`src/rtl/u8v_pkg.sv`:
```
`timescale 1ns / 1ps
`default_nettype none
// ----------------------------------------------------------------------------
// u8v_pkg
// Shared types, codes and constants of the UTF-8 stream validator.
// ----------------------------------------------------------------------------
package u8v_pkg;

  // Byte classes found by the front stage
  typedef enum logic [2:0] {
    CLS_ASCII,
    CLS_LEAD2,
    CLS_LEAD3,
    CLS_LEAD4,
    CLS_CONT,
    CLS_BAD
  } byte_cls_e;

  // One classified beat; bits holds the payload bits of a lead or
  // continuation byte, already masked
  typedef struct packed {
    byte_cls_e  cls;
    logic [5:0] bits;
    logic       last;
  } item_t;

  typedef struct packed {
    logic full;
    logic empty;
  } fifo_st_t;

  // Result status codes
  localparam logic [1:0] ST_FINE     = 2'd0;
  localparam logic [1:0] ST_VALID    = 2'd1;
  localparam logic [1:0] ST_TOO_LONG = 2'd2;
  localparam logic [1:0] ST_INVALID  = 2'd3;

  localparam logic [31:0] MAX_LEN_RST = 32'd16777216;
  localparam int          QUEUE_DEPTH = 2;

  localparam logic [20:0] CODE_MAX = 21'h10FFFF;
  localparam logic [20:0] SURR_LO  = 21'h00D800;
  localparam logic [20:0] SURR_HI  = 21'h00DFFF;
  localparam logic [16:0] MIN_2B   = 17'h00080;
  localparam logic [16:0] MIN_3B   = 17'h00800;
  localparam logic [16:0] MIN_4B   = 17'h10000;

endpackage
`default_nettype wire

```
`src/rtl/utf8_stream_validator_core.sv`:
```
`timescale 1ns / 1ps
`default_nettype none
// ----------------------------------------------------------------------------
// utf8_stream_validator_core
// Streaming UTF-8 validator with a configurable maximum text length.
// ----------------------------------------------------------------------------
//
//  channel   dir  beat contents
//  --------  ---  ---------------------------------------------------------
//  s_axis    in   tdata[7:0] data byte, tlast marks the last byte of a text
//  m_axis    out  tdata[1:0] status (upper bits zero), tuser final verdict
//  cfg_w     in   wdata[31:0] maximum text length in bytes
//
//  One byte per cycle sustained while m_axis is ready. A byte is held in
//  the input register, then in the queue, and is decoded into the output
//  register as it leaves the queue.
//  Reset clears all control state and loads a maximum length of 2^24.
//  A stalled m_axis only fills the queue; the input side keeps taking bytes
//  until the queue and input register are full.
//
module utf8_stream_validator_core #(
  parameter int QueueDepth = u8v_pkg::QUEUE_DEPTH
) (
  input  wire logic        clk_i,
  input  wire logic        rst_ni,
  // slave stream: tdata = data_byte[7:0]
  input  wire logic        s_axis_tvalid,
  output logic             s_axis_tready,
  input  wire logic [7:0]  s_axis_tdata,
  input  wire logic        s_axis_tlast,
  // master stream: tdata = status[1:0], zero fill [7:2]; tuser = final_res
  output logic             m_axis_tvalid,
  input  wire logic        m_axis_tready,
  output logic [7:0]       m_axis_tdata,
  output logic             m_axis_tuser,
  // configuration write channel: max_length
  input  wire logic        cfg_wvalid_i,
  output logic             cfg_wready_o,
  input  wire logic [31:0] cfg_wdata_i
);
  import u8v_pkg::*;

  localparam int ItemW = $bits(item_t);

  logic        max_len_wr;
  logic [31:0] max_len_q;

  logic        fr_valid;
  logic        fr_ready;
  item_t       fr_item;

  fifo_st_t    q_st;
  logic        q_pop;
  item_t       q_item;
  logic [ItemW-1:0] q_data;

  logic [1:0]  res_status;

  // Config must only be written while idle; the block does not enforce this and always takes the write
  assign cfg_wready_o = 1'b1;
  assign max_len_wr   = cfg_wvalid_i && cfg_wready_o;

  always_ff @(posedge clk_i or negedge rst_ni) begin
    if (!rst_ni) begin
      max_len_q <= MAX_LEN_RST;
    end else if (max_len_wr) begin
      max_len_q <= cfg_wdata_i;
    end
  end

  // Front: classify each byte and hold it until the queue takes it
  u8v_front u_front (
    .clk_i       (clk_i),
    .rst_ni      (rst_ni),
    .in_valid_i  (s_axis_tvalid),
    .in_ready_o  (s_axis_tready),
    .in_byte_i   (s_axis_tdata),
    .in_last_i   (s_axis_tlast),
    .out_valid_o (fr_valid),
    .out_ready_i (fr_ready),
    .out_item_o  (fr_item)
  );

  assign fr_ready = !q_st.full;

  // Queue: decouple classification from decode
  u8v_fifo #(
    .Width (ItemW),
    .Depth (QueueDepth)
  ) u_fifo (
    .clk_i       (clk_i),
    .rst_ni      (rst_ni),
    .push_i      (fr_valid),
    .push_data_i (fr_item),
    .pop_i       (q_pop),
    .pop_data_o  (q_data),
    .status_o    (q_st)
  );

  assign q_item = item_t'(q_data);

  // Back: advance the decoder and register one result per byte
  u8v_back u_back (
    .clk_i        (clk_i),
    .rst_ni       (rst_ni),
    .max_len_i    (max_len_q),
    .in_valid_i   (!q_st.empty),
    .in_pop_o     (q_pop),
    .in_item_i    (q_item),
    .out_valid_o  (m_axis_tvalid),
    .out_ready_i  (m_axis_tready),
    .out_status_o (res_status),
    .out_final_o  (m_axis_tuser)
  );

  assign m_axis_tdata = {6'd0, res_status};

  // Queue can never read full and empty at once
  a_queue_flags: assert property (@(posedge clk_i) disable iff (!rst_ni)
    !(q_st.full && q_st.empty))
    else $error("queue reports full and empty together");

  // Every decoded byte shows up as a result on the next cycle
  a_pop_to_out: assert property (@(posedge clk_i) disable iff (!rst_ni)
    q_pop |=> m_axis_tvalid)
    else $error("decoded byte did not reach the output register");

  // Results before the text end never carry a verdict
  a_mid_fine: assert property (@(posedge clk_i) disable iff (!rst_ni)
    (m_axis_tvalid && !m_axis_tuser) |-> (res_status == ST_FINE))
    else $error("verdict on a non-final result");

  // A final result always carries a verdict
  a_final_verdict: assert property (@(posedge clk_i) disable iff (!rst_ni)
    (m_axis_tvalid && m_axis_tuser) |-> (res_status != ST_FINE))
    else $error("final result without a verdict");

endmodule
`default_nettype wire

```
`src/rtl/u8v_front.sv`:
```
`timescale 1ns / 1ps
`default_nettype none
// ----------------------------------------------------------------------------
// u8v_front
// Input stage: take byte beats, classify them and hold one classified beat.
// ----------------------------------------------------------------------------
module u8v_front (
  input  wire logic           clk_i,
  input  wire logic           rst_ni,
  input  wire logic           in_valid_i,
  output logic                in_ready_o,
  input  wire logic [7:0]     in_byte_i,
  input  wire logic           in_last_i,
  output logic                out_valid_o,
  input  wire logic           out_ready_i,
  output u8v_pkg::item_t      out_item_o
);
  import u8v_pkg::*;

  logic  valid_q;
  item_t item_q;
  item_t item_d;

  assign in_ready_o  = !valid_q || out_ready_i;
  assign out_valid_o = valid_q;
  assign out_item_o  = item_q;

  always_comb begin
    item_d.last = in_last_i;
    item_d.bits = 6'd0;
    if (in_byte_i inside {[8'h00:8'h7F]}) begin
      item_d.cls = CLS_ASCII;
    end else if (in_byte_i inside {[8'h80:8'hBF]}) begin
      item_d.cls  = CLS_CONT;
      item_d.bits = in_byte_i[5:0];
    end else if (in_byte_i inside {[8'hC0:8'hDF]}) begin
      item_d.cls  = CLS_LEAD2;
      item_d.bits = {1'b0, in_byte_i[4:0]};
    end else if (in_byte_i inside {[8'hE0:8'hEF]}) begin
      item_d.cls  = CLS_LEAD3;
      item_d.bits = {2'b0, in_byte_i[3:0]};
    end else if (in_byte_i inside {[8'hF0:8'hF7]}) begin
      item_d.cls  = CLS_LEAD4;
      item_d.bits = {3'b0, in_byte_i[2:0]};
    end else begin
      item_d.cls = CLS_BAD;
    end
  end

  always_ff @(posedge clk_i or negedge rst_ni) begin
    if (!rst_ni) begin
      valid_q <= 1'b0;
    end else if (in_ready_o) begin
      valid_q <= in_valid_i;
    end
  end

  always_ff @(posedge clk_i) begin
    if (in_ready_o && in_valid_i) begin
      item_q <= item_d;
    end
  end

endmodule
`default_nettype wire

```
`src/rtl/u8v_fifo.sv`:
```
`timescale 1ns / 1ps
`default_nettype none
// ----------------------------------------------------------------------------
// u8v_fifo
// Short register queue between the front and back stages.
// ----------------------------------------------------------------------------
module u8v_fifo #(
  parameter int Width = 8,
  parameter int Depth = 2
) (
  input  wire logic             clk_i,
  input  wire logic             rst_ni,
  input  wire logic             push_i,
  input  wire logic [Width-1:0] push_data_i,
  input  wire logic             pop_i,
  output logic [Width-1:0]      pop_data_o,
  output u8v_pkg::fifo_st_t     status_o
);
  import u8v_pkg::*;

  localparam int PtrW = (Depth > 1) ? $clog2(Depth) : 1;
  localparam int CntW = $clog2(Depth + 1);
  localparam logic [PtrW-1:0] LastPtr = PtrW'(Depth - 1);
  localparam logic [CntW-1:0] FullCnt = CntW'(Depth);

  logic [Width-1:0] mem_q [Depth];
  logic [PtrW-1:0]  wr_ptr_q, rd_ptr_q;
  logic [CntW-1:0]  cnt_q;
  logic             do_push, do_pop;

  assign status_o.full  = (cnt_q == FullCnt);
  assign status_o.empty = (cnt_q == '0);
  assign do_push        = push_i && !status_o.full;
  assign do_pop         = pop_i && !status_o.empty;
  assign pop_data_o     = mem_q[rd_ptr_q];

  always_ff @(posedge clk_i or negedge rst_ni) begin
    if (!rst_ni) begin
      wr_ptr_q <= '0;
      rd_ptr_q <= '0;
      cnt_q    <= '0;
    end else begin
      if (do_push) begin
        wr_ptr_q <= (wr_ptr_q == LastPtr) ? '0 : wr_ptr_q + PtrW'(1);
      end
      if (do_pop) begin
        rd_ptr_q <= (rd_ptr_q == LastPtr) ? '0 : rd_ptr_q + PtrW'(1);
      end
      if (do_push && !do_pop) begin
        cnt_q <= cnt_q + CntW'(1);
      end else if (do_pop && !do_push) begin
        cnt_q <= cnt_q - CntW'(1);
      end
    end
  end

  always_ff @(posedge clk_i) begin
    if (do_push) begin
      mem_q[wr_ptr_q] <= push_data_i;
    end
  end

endmodule
`default_nettype wire

```
`src/rtl/u8v_back.sv`:
```
`timescale 1ns / 1ps
`default_nettype none
// ----------------------------------------------------------------------------
// u8v_back
// Decode stage: track sequences, count bytes and register the verdict.
// ----------------------------------------------------------------------------
module u8v_back (
  input  wire logic           clk_i,
  input  wire logic           rst_ni,
  input  wire logic [31:0]    max_len_i,
  input  wire logic           in_valid_i,
  output logic                in_pop_o,
  input  wire u8v_pkg::item_t in_item_i,
  output logic                out_valid_o,
  input  wire logic           out_ready_i,
  output logic [1:0]          out_status_o,
  output logic                out_final_o
);
  import u8v_pkg::*;

  logic [1:0]  left_q, left_d;
  logic [20:0] acc_q, acc_d;
  logic [16:0] min_q, min_d;
  logic        bad_q, bad_d;
  logic [31:0] cnt_q, cnt_d;
  logic        ovalid_q;
  logic [1:0]  status_q, status_d;
  logic        final_q;
  logic        too_long;
  logic [20:0] acc_shift;

  assign in_pop_o     = in_valid_i && (!ovalid_q || out_ready_i);
  assign out_valid_o  = ovalid_q;
  assign out_status_o = status_q;
  assign out_final_o  = final_q;

  assign too_long  = (cnt_q >= max_len_i);
  assign acc_shift = {acc_q[14:0], in_item_i.bits};

  always_comb begin
    left_d   = left_q;
    acc_d    = acc_q;
    min_d    = min_q;
    bad_d    = bad_q;
    cnt_d    = cnt_q;
    status_d = ST_FINE;
    // Decode only while the text is still clean
    if (!bad_q) begin
      if (left_q == 2'd0) begin
        case (in_item_i.cls)
          CLS_ASCII: ;
          CLS_LEAD2: begin
            left_d = 2'd1;
            acc_d  = {15'd0, in_item_i.bits};
            min_d  = MIN_2B;
          end
          CLS_LEAD3: begin
            left_d = 2'd2;
            acc_d  = {15'd0, in_item_i.bits};
            min_d  = MIN_3B;
          end
          CLS_LEAD4: begin
            left_d = 2'd3;
            acc_d  = {15'd0, in_item_i.bits};
            min_d  = MIN_4B;
          end
          default: bad_d = 1'b1;
        endcase
      end else if (in_item_i.cls != CLS_CONT) begin
        bad_d  = 1'b1;
        left_d = 2'd0;
      end else begin
        acc_d  = acc_shift;
        left_d = left_q - 2'd1;
        if (left_q == 2'd1) begin
          if ((acc_shift < {4'd0, min_q}) || (acc_shift > CODE_MAX) ||
              ((acc_shift >= SURR_LO) && (acc_shift <= SURR_HI))) begin
            bad_d = 1'b1;
          end
        end
      end
    end
    if (in_item_i.last) begin
      if (too_long) begin
        status_d = ST_TOO_LONG;
      end else if (bad_d || (left_d != 2'd0)) begin
        status_d = ST_INVALID;
      end else begin
        status_d = ST_VALID;
      end
      left_d = 2'd0;
      acc_d  = '0;
      min_d  = '0;
      bad_d  = 1'b0;
      cnt_d  = '0;
    end else if (cnt_q != 32'hFFFF_FFFF) begin
      cnt_d = cnt_q + 32'd1;
    end
  end

  always_ff @(posedge clk_i or negedge rst_ni) begin
    if (!rst_ni) begin
      left_q   <= '0;
      acc_q    <= '0;
      min_q    <= '0;
      bad_q    <= 1'b0;
      cnt_q    <= '0;
      ovalid_q <= 1'b0;
    end else begin
      if (in_pop_o) begin
        left_q <= left_d;
        acc_q  <= acc_d;
        min_q  <= min_d;
        bad_q  <= bad_d;
        cnt_q  <= cnt_d;
      end
      if (in_pop_o) begin
        ovalid_q <= 1'b1;
      end else if (out_ready_i) begin
        ovalid_q <= 1'b0;
      end
    end
  end

  always_ff @(posedge clk_i) begin
    if (in_pop_o) begin
      status_q <= status_d;
      final_q  <= in_item_i.last;
    end
  end

endmodule
`default_nettype wire
```
`config.mk`:
```
export PLATFORM = sky130hd
export DESIGN_NAME = utf8_stream_validator_core
export DESIGN_NICKNAME = d
export VERILOG_FILES = /design/src/rtl/u8v_pkg.sv /design/src/rtl/utf8_stream_validator_core.sv /design/src/rtl/u8v_front.sv /design/src/rtl/u8v_fifo.sv /design/src/rtl/u8v_back.sv
export SDC_FILE = /design/constraint.sdc
export NUM_CORES = 1
export LEC_CHECK = 0
export ABC_AREA = 0
export BUFFER_PORTS_ARGS = -buffer_cell sky130_fd_sc_hd__buf_2
export CAP_MARGIN = 20
export CELL_PAD_IN_SITES_DETAIL_PLACEMENT = 2
export CELL_PAD_IN_SITES_GLOBAL_PLACEMENT = 2
export CORE_UTILIZATION = 28
export CTS_CLUSTER_SIZE = 25
export DETAILED_ROUTE_END_ITERATION = 10
export GPL_TIMING_DRIVEN = 0
export PLACE_DENSITY = 0.65
export SLEW_MARGIN = 10
export SYNTH_ARGS = -nofsm -noshare
export SYNTH_HDL_FRONTEND = slang
export SYNTH_SLANG_ARGS = --single-unit
```
`constraint.sdc`:
```
create_clock -name clk_i -period 3.5 [get_ports clk_i]
set_input_delay 0.525 -clock clk_i [delete_from_list [all_inputs] [get_ports clk_i]]
set_output_delay 0.525 -clock clk_i [all_outputs]
set_load 0.01 [all_outputs]
```
* Yosys cells after proc, flatten, opt, wreduce, memory -nomap -nowiden *
Memories as Yosys holds them, arrays and structs flattened.
Index checks and enable logic that the tools add are counted.
W data, S select, Z words.

storage, ports and cells
  flip-flop bits (word level) = 118
  RAM bits = 20
  input port bits = 46
  output and inout bits = 12
  word-level logic and storage cells = 130
  memories = 1

operators by class
  add/sub/neg operators = 6
  $lt $le $gt $ge = 15
  equal/unequal tests = 10
  muxes and demuxes = 38
  bitwise gates (word level) = 1
  reduce and logical (&&, ||, !) cells = 40

memories
  name          depth  bits a word  read ports  clocked after Yosys merged registers in  wr ports  line            source
  u_fifo.mem_q  2      10           1           0                                        1         u8v_fifo.sv:26  logic [Width-1:0] mem_q [Depth];

operators with widths
  cell                     number
  $mux W15                 5
  $mux W32                 2
  $mux W17                 3
  $pmux W17 S3             1
  $add A32 B1 Y32 const B  1
  $ge A32 B32 Y1           1
  $ge A8 B8 Y1 const B     4
  $le A8 B8 Y1 const B     4
  $ne A32 B32 Y1 const B   1
  $mux W9                  3
  $ge A21 B16 Y1 const B   1
  $gt A21 B21 Y1 const B   1
  $le A21 B16 Y1 const B   1
  $lt A21 B17 Y1           1
  $mux W2                  8
  $mux W1                  13
  $logic_and A1 B1 Y1      12
  $reduce_bool A2 Y1       5
  $ge A8 B1 Y1 const B     1
  $le A8 B7 Y1 const B     1
  $reduce_and A4 Y1        2
  $eq A3 B2 Y1 const B     2
  $logic_not A1 Y1         6
  $mux W3                  2
  other kinds (20)         29

* Logic depth before layout (Yosys ltp) *
Gate-level depths: netlist of the first run.
An unclocked memory read counts as a cell.

  depth after elaboration = 12
  gate-level depth with buffers = 9

* Modules after synthesis *
A second synthesis of the first run with hierarchy kept.

unflattened totals
  cell total of the unflattened synthesis = 624
  area total of the unflattened synthesis = 6,784.0 µm²

by module, submodules not included
  module                      instances  cells each  area an instance (µm²)  seq. area each (µm²)
  u8v_back                    1          465         4,017.6                 1,441.4
  utf8_stream_validator_core  1          79          1,413.9                 802.0
  u8v_fifo                    1          50          919.6                   700.7
  u8v_front                   1          30          432.9                   325.3

* Worst setup path before layout of the first run *
OpenSTA, ideal clock, no wires.

  path type = input to register
  start = in m_axis_tready
  end = reg u_back.cnt_q[21]
  library setup time = 0.132 ns
  data arrival time = 1.860 ns
  data required time = 3.368 ns
  setup slack = 1.508 ns
  cell stages on the path = 8
  path through = nand2b_1 o21ai_0 inv_1 buf_2 nand3_2 a2111oi_4 xnor2_1 nor2_1

on the way
  cells in the longest elaborated chain, start to end = 3

RTL lines
  item                         line                              source
  from (decl)                  utf8_stream_validator_core.sv:33  input wire logic m_axis_tready,
  $logic_or A1 B1 Y1           u8v_back.sv:32                    assign in_pop_o = in_valid_i && (!ovalid_q || out_ready_i);
  $logic_and A1 B1 Y1          u8v_back.sv:32
  via q_pop                    utf8_stream_validator_core.sv:53  logic q_pop;
  $reduce_and A2 Y1 (no line)  --
  to (signal assigned)         u8v_back.sv:115                   cnt_q <= cnt_d;
  to (decl)                    u8v_back.sv:25                    logic [31:0] cnt_q, cnt_d;

The timed path passes the listed nets, and every way through them passes these cells.
A chain may end at the register's enable or synchronous reset.

* Worst setup path after layout of the first run *
  start = reg max_len_q[24]
  end = reg u_back.status_q[0] (netlist: u_back.out_status_o[0]), data pin

on the way
  cells in the longest elaborated chain, start to end = 2

RTL lines
  item                        line                              source
  from (decl)                 utf8_stream_validator_core.sv:46  logic [31:0] max_len_q;
  from (signal assigned)      utf8_stream_validator_core.sv:67  max_len_q <= cfg_wdata_i;
  $ge A32 B32 Y1              u8v_back.sv:37                    assign too_long = (cnt_q >= max_len_i);
  $reduce_or A2 Y1 (no line)  --
  to (signal assigned)        u8v_back.sv:127                   status_q <= status_d;
  to (decl)                   u8v_back.sv:27                    logic [1:0] status_q, status_d;

No other way between the ends.

==> flow_summary.toml, run 1 <==
[logic_synthesis]
synth_top_cell_by_area = "dfrtp_1"
synth_edf_count = 33
avgSynthCellArea_sq_um = 10.1
yosys_register_bits = 124
synth_area_leaders = "dfrtp_1 (35%), edfxtp_1 (15%), ha_1 (7.4%), nand2_1 (5.7%), o21ai_0 (4.4%)"
synthArstFlopShare_pct = 73.4
syn_inst = 635
yosysTopAreaCellShare_pct = 35.0
syn-cell-area_sq_um = 6440
ys_types = 64
synth_flop_cell = "dfrtp_1"
yosysWarnings = 0
seq_area_frac_synth_pct = 50.8

[layout]
fin_cells = 1006
fin_nets = 792
stdcell_area_sq_um = 7680
drive_gt1_share_pct = 16.0
area_delta_synth_final_pct = 19.3
final_cell_mix = "nand2_1 (97), dfrtp_1 (90), o21ai_0 (57)"
multi_input_area_sq_um = 2820
diodes = 0
final_common_cell = "nand2_1"
ff_latch_area_sq_um = 3270
fill_cells = 2481

[power]
ir_drop_mv = 0.267
switching_share_pct = 36.1
clkPwrFrac_pct = 35.2
seqPwrFrac_pct = 38.8
p_leak_nw = 3.40
power_mw = 5.12
power.internal_mw = 3.27
powerDensity_nw_per_um2 = 667
netSwitchingPower_mw = 1.85
p_comb_share_pct = 26.1

[clocking]
numCtsBuffers = 17
clk_latency_ns = 0.43
cts_hold_buf = 0
ctsLongestPathBuffers = 2
clk_pin_slew_ns = 0.07
post_cts_buffers = 0
cts_resized = 0
clockRootBuffer = "clkbuf_16"
clock_sinks = 124
htreeDepth = 4
tritoncts = "done"

[critical_path]
end_kind = "flop"
cp.required_ns = 3.68
startpoint_type = "flop"
arrival_ns = 3.02
reg2regPathDepth = 8
crit_type = "flop to flop"
worstPathMaxFanout = 2

[route]
drcViolationCount = 0
vias = 4994
viasPerCell = 4.96
drtIter0Drc = 168
avgRoutedWirePerCell_microns = 18.0
ant_nets = 0
wl_microns = 18100
drt-pass1-iter-count = 4

[timing]
setup_slack_ns = 0.662
finalHoldViolations = 0
max_freq_mhz = 352
rsz0062_at_grt = "false"
setup-violations-final = 0
finalSetupTns_ns = 0
period_share_pct = 81.1
tightest_slew_ns = 0.871
maxSlewHeadroom_pct = 41.7
finalCriticalPeriod_ns = 2.84
clock-skew-final_ns = 0.00882
finalMaxSlewViolations = 0

[grt]
grt-ovfl-total = 0
first_global_vias = 5833
gr-usage-all-layers_pct = 16.7
grt_pass1_wl_microns = 30600
antenna_found_initial = 0
grt_start_max_net_pins = 60

[min_path]
hp-class = "primary input to asynchronous set/reset pin"

[status]
outcome = "completed"

[floorplan]
die_area_sq_um = 23600
start_util_pct = 28.5
die_y_microns = 154
rows = 55
core-area_sq_um = 22600
die_x_microns = 154
io_pins = 58

[place]
dp_hpwl_microns = 13200
dp.cells = 974
dpl_worst_slack_ns = 0.639
dpl_cell_area_sq_um = 7090
gp_congestion = 0.799
portBuffers = 48

[flow_run]
drv_cap = 0
layer usage:
layer	vias to the layer above	part of all wire, %	wire length (microns)	GRT usage [%]
met5	-	0	0	0
met3	26	2.3	408	3.18
met2	68	52	9440	30.1
li1	2387	-	-	-
met1	2513	44	7890	19.4
met4	0	2.0	362	6.67
per-stage QoR:
stage	utilization, %	hold WS [ns]
2_1_floorplan	-	0.229
3_3_place_gp	31.3	0.429
3_5_place_dp	31.4	0.443
4_1_cts	34.0	0.0566
5_1_grt	34.0	0.0774
6_report	34.0	0.0576
synthesized netlist by cell type (all sizes together), types with 8 or more instances:
library cell	instances
nand2	97
dfrtp	90
o21ai	57
inv	48
ha	38
edfxtp	33
nor2	33
a21oi	26
xnor2	22
buf	17
clkbuf	17
nand3	15
nor4	14
nand4	12
nor3	10
and3	9
mux2i	9
a211oi	8
a21o	8
o31ai	8
kinds of logic (layout without fill, tap and decap cells):
logic type | count (synthesis) | after routing | share of synthesized area [%]
XOR/XNOR | 24 | 24 | 3.26
adder cells (fa/ha/maj) | 38 | 38 | 7.38
multiplexers | 10 | 10 | 1.57
AO/OA/AOI/OAI | 138 | 138 | 13.7
flip-flops | 124 | 124 | 50.8
other | 2 | 7 | 0.117
buffers and inverters | 83 | 164 | 5.73
AND/OR/NAND/NOR | 216 | 216 | 17.5
worst max-delay path: stages (launching register included):
cell,delay [ns]
dfstp_2,0.51
inv_1,0.06
ha_1,0.27
nand4_1,0.17
nor4_1,0.64
nand2_1,0.17
a221oi_1,0.36
a211oi_1,0.22
and2_1,0.20
final timing paths:
path,startpoint,end,slack [ns]
max,max_len_q[24],u_back.out_status_o[0],0.66
min,rst_ni,max_len_q[17],0.06
max in group asynchronous,rst_ni,u_fifo.wr_ptr_q,2.78
max reg2reg,max_len_q[24],u_back.out_status_o[0],0.66
min in group clk_i,s_axis_tlast,u_front.out_item_o[0],0.27
min reg2reg,u_front.out_item_o[7],u_fifo.mem_q[0][7],0.46
registers in the layout, summed over array words and instances, names as in the netlist:
signal / cells
max_len_q: 32
u_back.cnt_q: 32
u_fifo.mem_q: 20
u_back.acc_q: 15
u_front.out_item_o: 10
u_back.min_q: 3
u_back.left_q: 2
u_back.out_status_o: 2
u_fifo.cnt_q: 2
u_back.bad_q: 1
u_back.out_final_o: 1
u_back.out_valid_o: 1
u_fifo.rd_ptr_q: 1
u_fifo.wr_ptr_q: 1
u_front.out_valid_o: 1
power groups by stage:
stage	Sequential, mW	Clock (mW)	Combinational [mW]
6_report	1.99	1.80	1.34
5_1_grt	2.02	1.90	1.52
4_1_cts	1.99	1.85	1.36
3_5_place_dp	2.01	0	1.34
3_3_place_gp	1.99	0	1.26
2_1_floorplan	1.95	0	0.906
final cells by class:
cell class / count / area share (%)
flip-flops and latches: 124 / 42.6
multi-input cells: 433 / 36.7
clock buffers: 17 / 5.54
well taps: 285 / 4.64
repair buffers: 49 / 3.52
plain buffers: 34 / 2.41
inverters: 49 / 2.39
clock inverters: 15 / 2.25
No activity file was read; power rests on OpenSTA's default activity.
==> inputs of run 2 (changes only) <==
Clock period 3.5 ns to 2.9 ns, I/O delays scaled along.
==> flow_summary.toml, run 2 (synthesized netlist as in run 1, its figures left out) <==
[status]
outcome = "completed"

[floorplan]
io_pins = 58
start_util_pct = 28.5
die_y_microns = 154
die_x_microns = 154
rows = 55
core-area_sq_um = 22600
die_area_sq_um = 23600

[route]
drtIter0Drc = 169
avgRoutedWirePerCell_microns = 18.0
ant_nets = 0
vias = 4999
drt-pass1-iter-count = 4
wl_met1_microns = 7920
drcViolationCount = 0
wl_microns = 18100
wl_met2_microns = 9420
top_layer_used = "met4"
viasPerCell = 4.96
wl_met3_microns = 415

[min_path]
hp-class = "primary input to flop"
min_to = "u_front.out_item_o[0]"
worstHoldStart = "s_axis_tlast"
hold_depth = 1

[power]
ir_drop_mv = 0.324
p_leak_nw = 3.40
power_mw = 6.19
powerDensity_nw_per_um2 = 804

[critical_path]
end_kind = "flop"
worstPathMaxFanout = 2
r2r-start = "max_len_q[24]"
crit_type = "flop to flop"
arrival_ns = 2.86
cp.required_ns = 3.08
reg2regPathDepth = 8
r2r_slack_ns = 0.23
timing.rr.end = "u_back.out_status_o[0]"
startpoint_type = "flop"

[timing]
finalMaxSlewViolations = 0
hold_ws_ns = 0.181
setup-violations-final = 0
finalCriticalPeriod_ns = 2.67
setup_slack_ns = 0.228
clock-skew-final_ns = 0.00863
rsz0062_at_grt = "false"
finalSetupTns_ns = 0
period_share_pct = 92.1
finalHoldViolations = 0
maxSlewHeadroom_pct = 41.7
max_freq_mhz = 374
tightest_slew_ns = 0.871

[flow_run]
drv_cap = 0

[layout]
final_cell_mix = "nand2_1 (97), dfrtp_1 (90), o21ai_0 (57)"
fin_nets = 793
area_delta_synth_final_pct = 19.6
diodes = 0
fin_util_pct = 34.1
final_common_cell = "nand2_1"
biggestRegsByFlops = "max_len_q: 32 flops, u_back.cnt_q: 32 flops, u_fifo.mem_q: 20 flops"
drive_gt1_share_pct = 16.1

[clocking]
numCtsBuffers = 17
htreeDepth = 4
ctsLongestPathBuffers = 2
clk_latency_ns = 0.43
clk_pin_slew_ns = 0.07
tritoncts = "done"
clockRootBuffer = "clkbuf_16"
clock_sinks = 124

[grt]
grt_pass1_wl_microns = 30600
grt-ovfl-total = 0
gr-usage-all-layers_pct = 16.7
first_global_vias = 5833
antenna_found_initial = 0
grt_start_max_net_pins = 60

[place]
gp_congestion = 0.799
dp_hpwl_microns = 13200
portBuffers = 48
dpl_worst_slack_ns = 0.0394
-- run 2: cell count changes in the layout (fill, tap and decap cells not counted), sizes merged --
cell and delta:
dlygate4sd3 +1
-- run 2: repair_timing --
action / CTS / global route
setup buffers: 0 / 0
hold buffers: 1 / 0
gates resized for setup: 1 / 0
setup endpoints to repair: 1 / 0
endpoints found under the hold margin: 31 / 0
-- run 2: layout make-up --
type	count	area, sq um
Clock buffer	17	425
Clock inverter	15	173
Tap cell	285	357
Fill cell	2482	14900
Multi-Input combinational cell	433	2830
Sequential cell	124	3270
Inverter	49	184
Buffer	34	185
Timing Repair Buffer	50	280
-- run 2: worst max-delay path, stage by stage, from the launching register on --
cell	delay [ns]
dfstp_2	0.51
inv_1	0.06
ha_1	0.27
nand4_1	0.19
nor4_2	0.49
nand2_1	0.14
a221oi_1	0.34
a211oi_1	0.22
and2_1	0.20
-- run 2: power breakdown --
part | total, mW | leakage, nW | switching [mW] | internal (mW)
registers | 2.40 | 1.50 | 0.227 | 2.17
logic | 1.61 | 1.62 | 1.06 | 0.551
clock network | 2.18 | 0.289 | 0.947 | 1.23
total | 6.19 | 3.40 | 2.24 | 3.95
-- run 2: layer usage --
| layer | vias to the layer above | GRT usage (%) |
|---|---|---|
| met5 | - | 0 |
| met4 | 0 | 6.67 |
| met3 | 29 | 3.16 |
| met2 | 72 | 30.1 |
| met1 | 2510 | 19.4 |
| li1 | 2388 | - |
-- run 2: worst max-delay path by stage --
stage                               start                     end  slack, ns  cells past startpoint
final                       max_len_q[24]  u_back.out_status_o[0]       0.23                      8
after global placement      max_len_q[24]  u_back.out_status_o[0]       0.07                      8
after detailed placement    max_len_q[24]  u_back.out_status_o[0]       0.04                      8
after floorplan             max_len_q[24]  u_back.out_status_o[0]       0.92                      8
after CTS                 u_fifo.rd_ptr_q         u_back.acc_q[6]       0.16                      7
after global routing      u_fifo.rd_ptr_q         u_back.acc_q[2]      0.006                      8
-- run 2: metrics by stage --
step | instance area, sq um | std cells
3_3_place_gp | 7060 | 973
2_1_floorplan | 6460 | 640
5_1_grt | 7700 | 1007
3_5_place_dp | 7090 | 974
4_1_cts | 7700 | 1007
6_report | 7700 | 1007
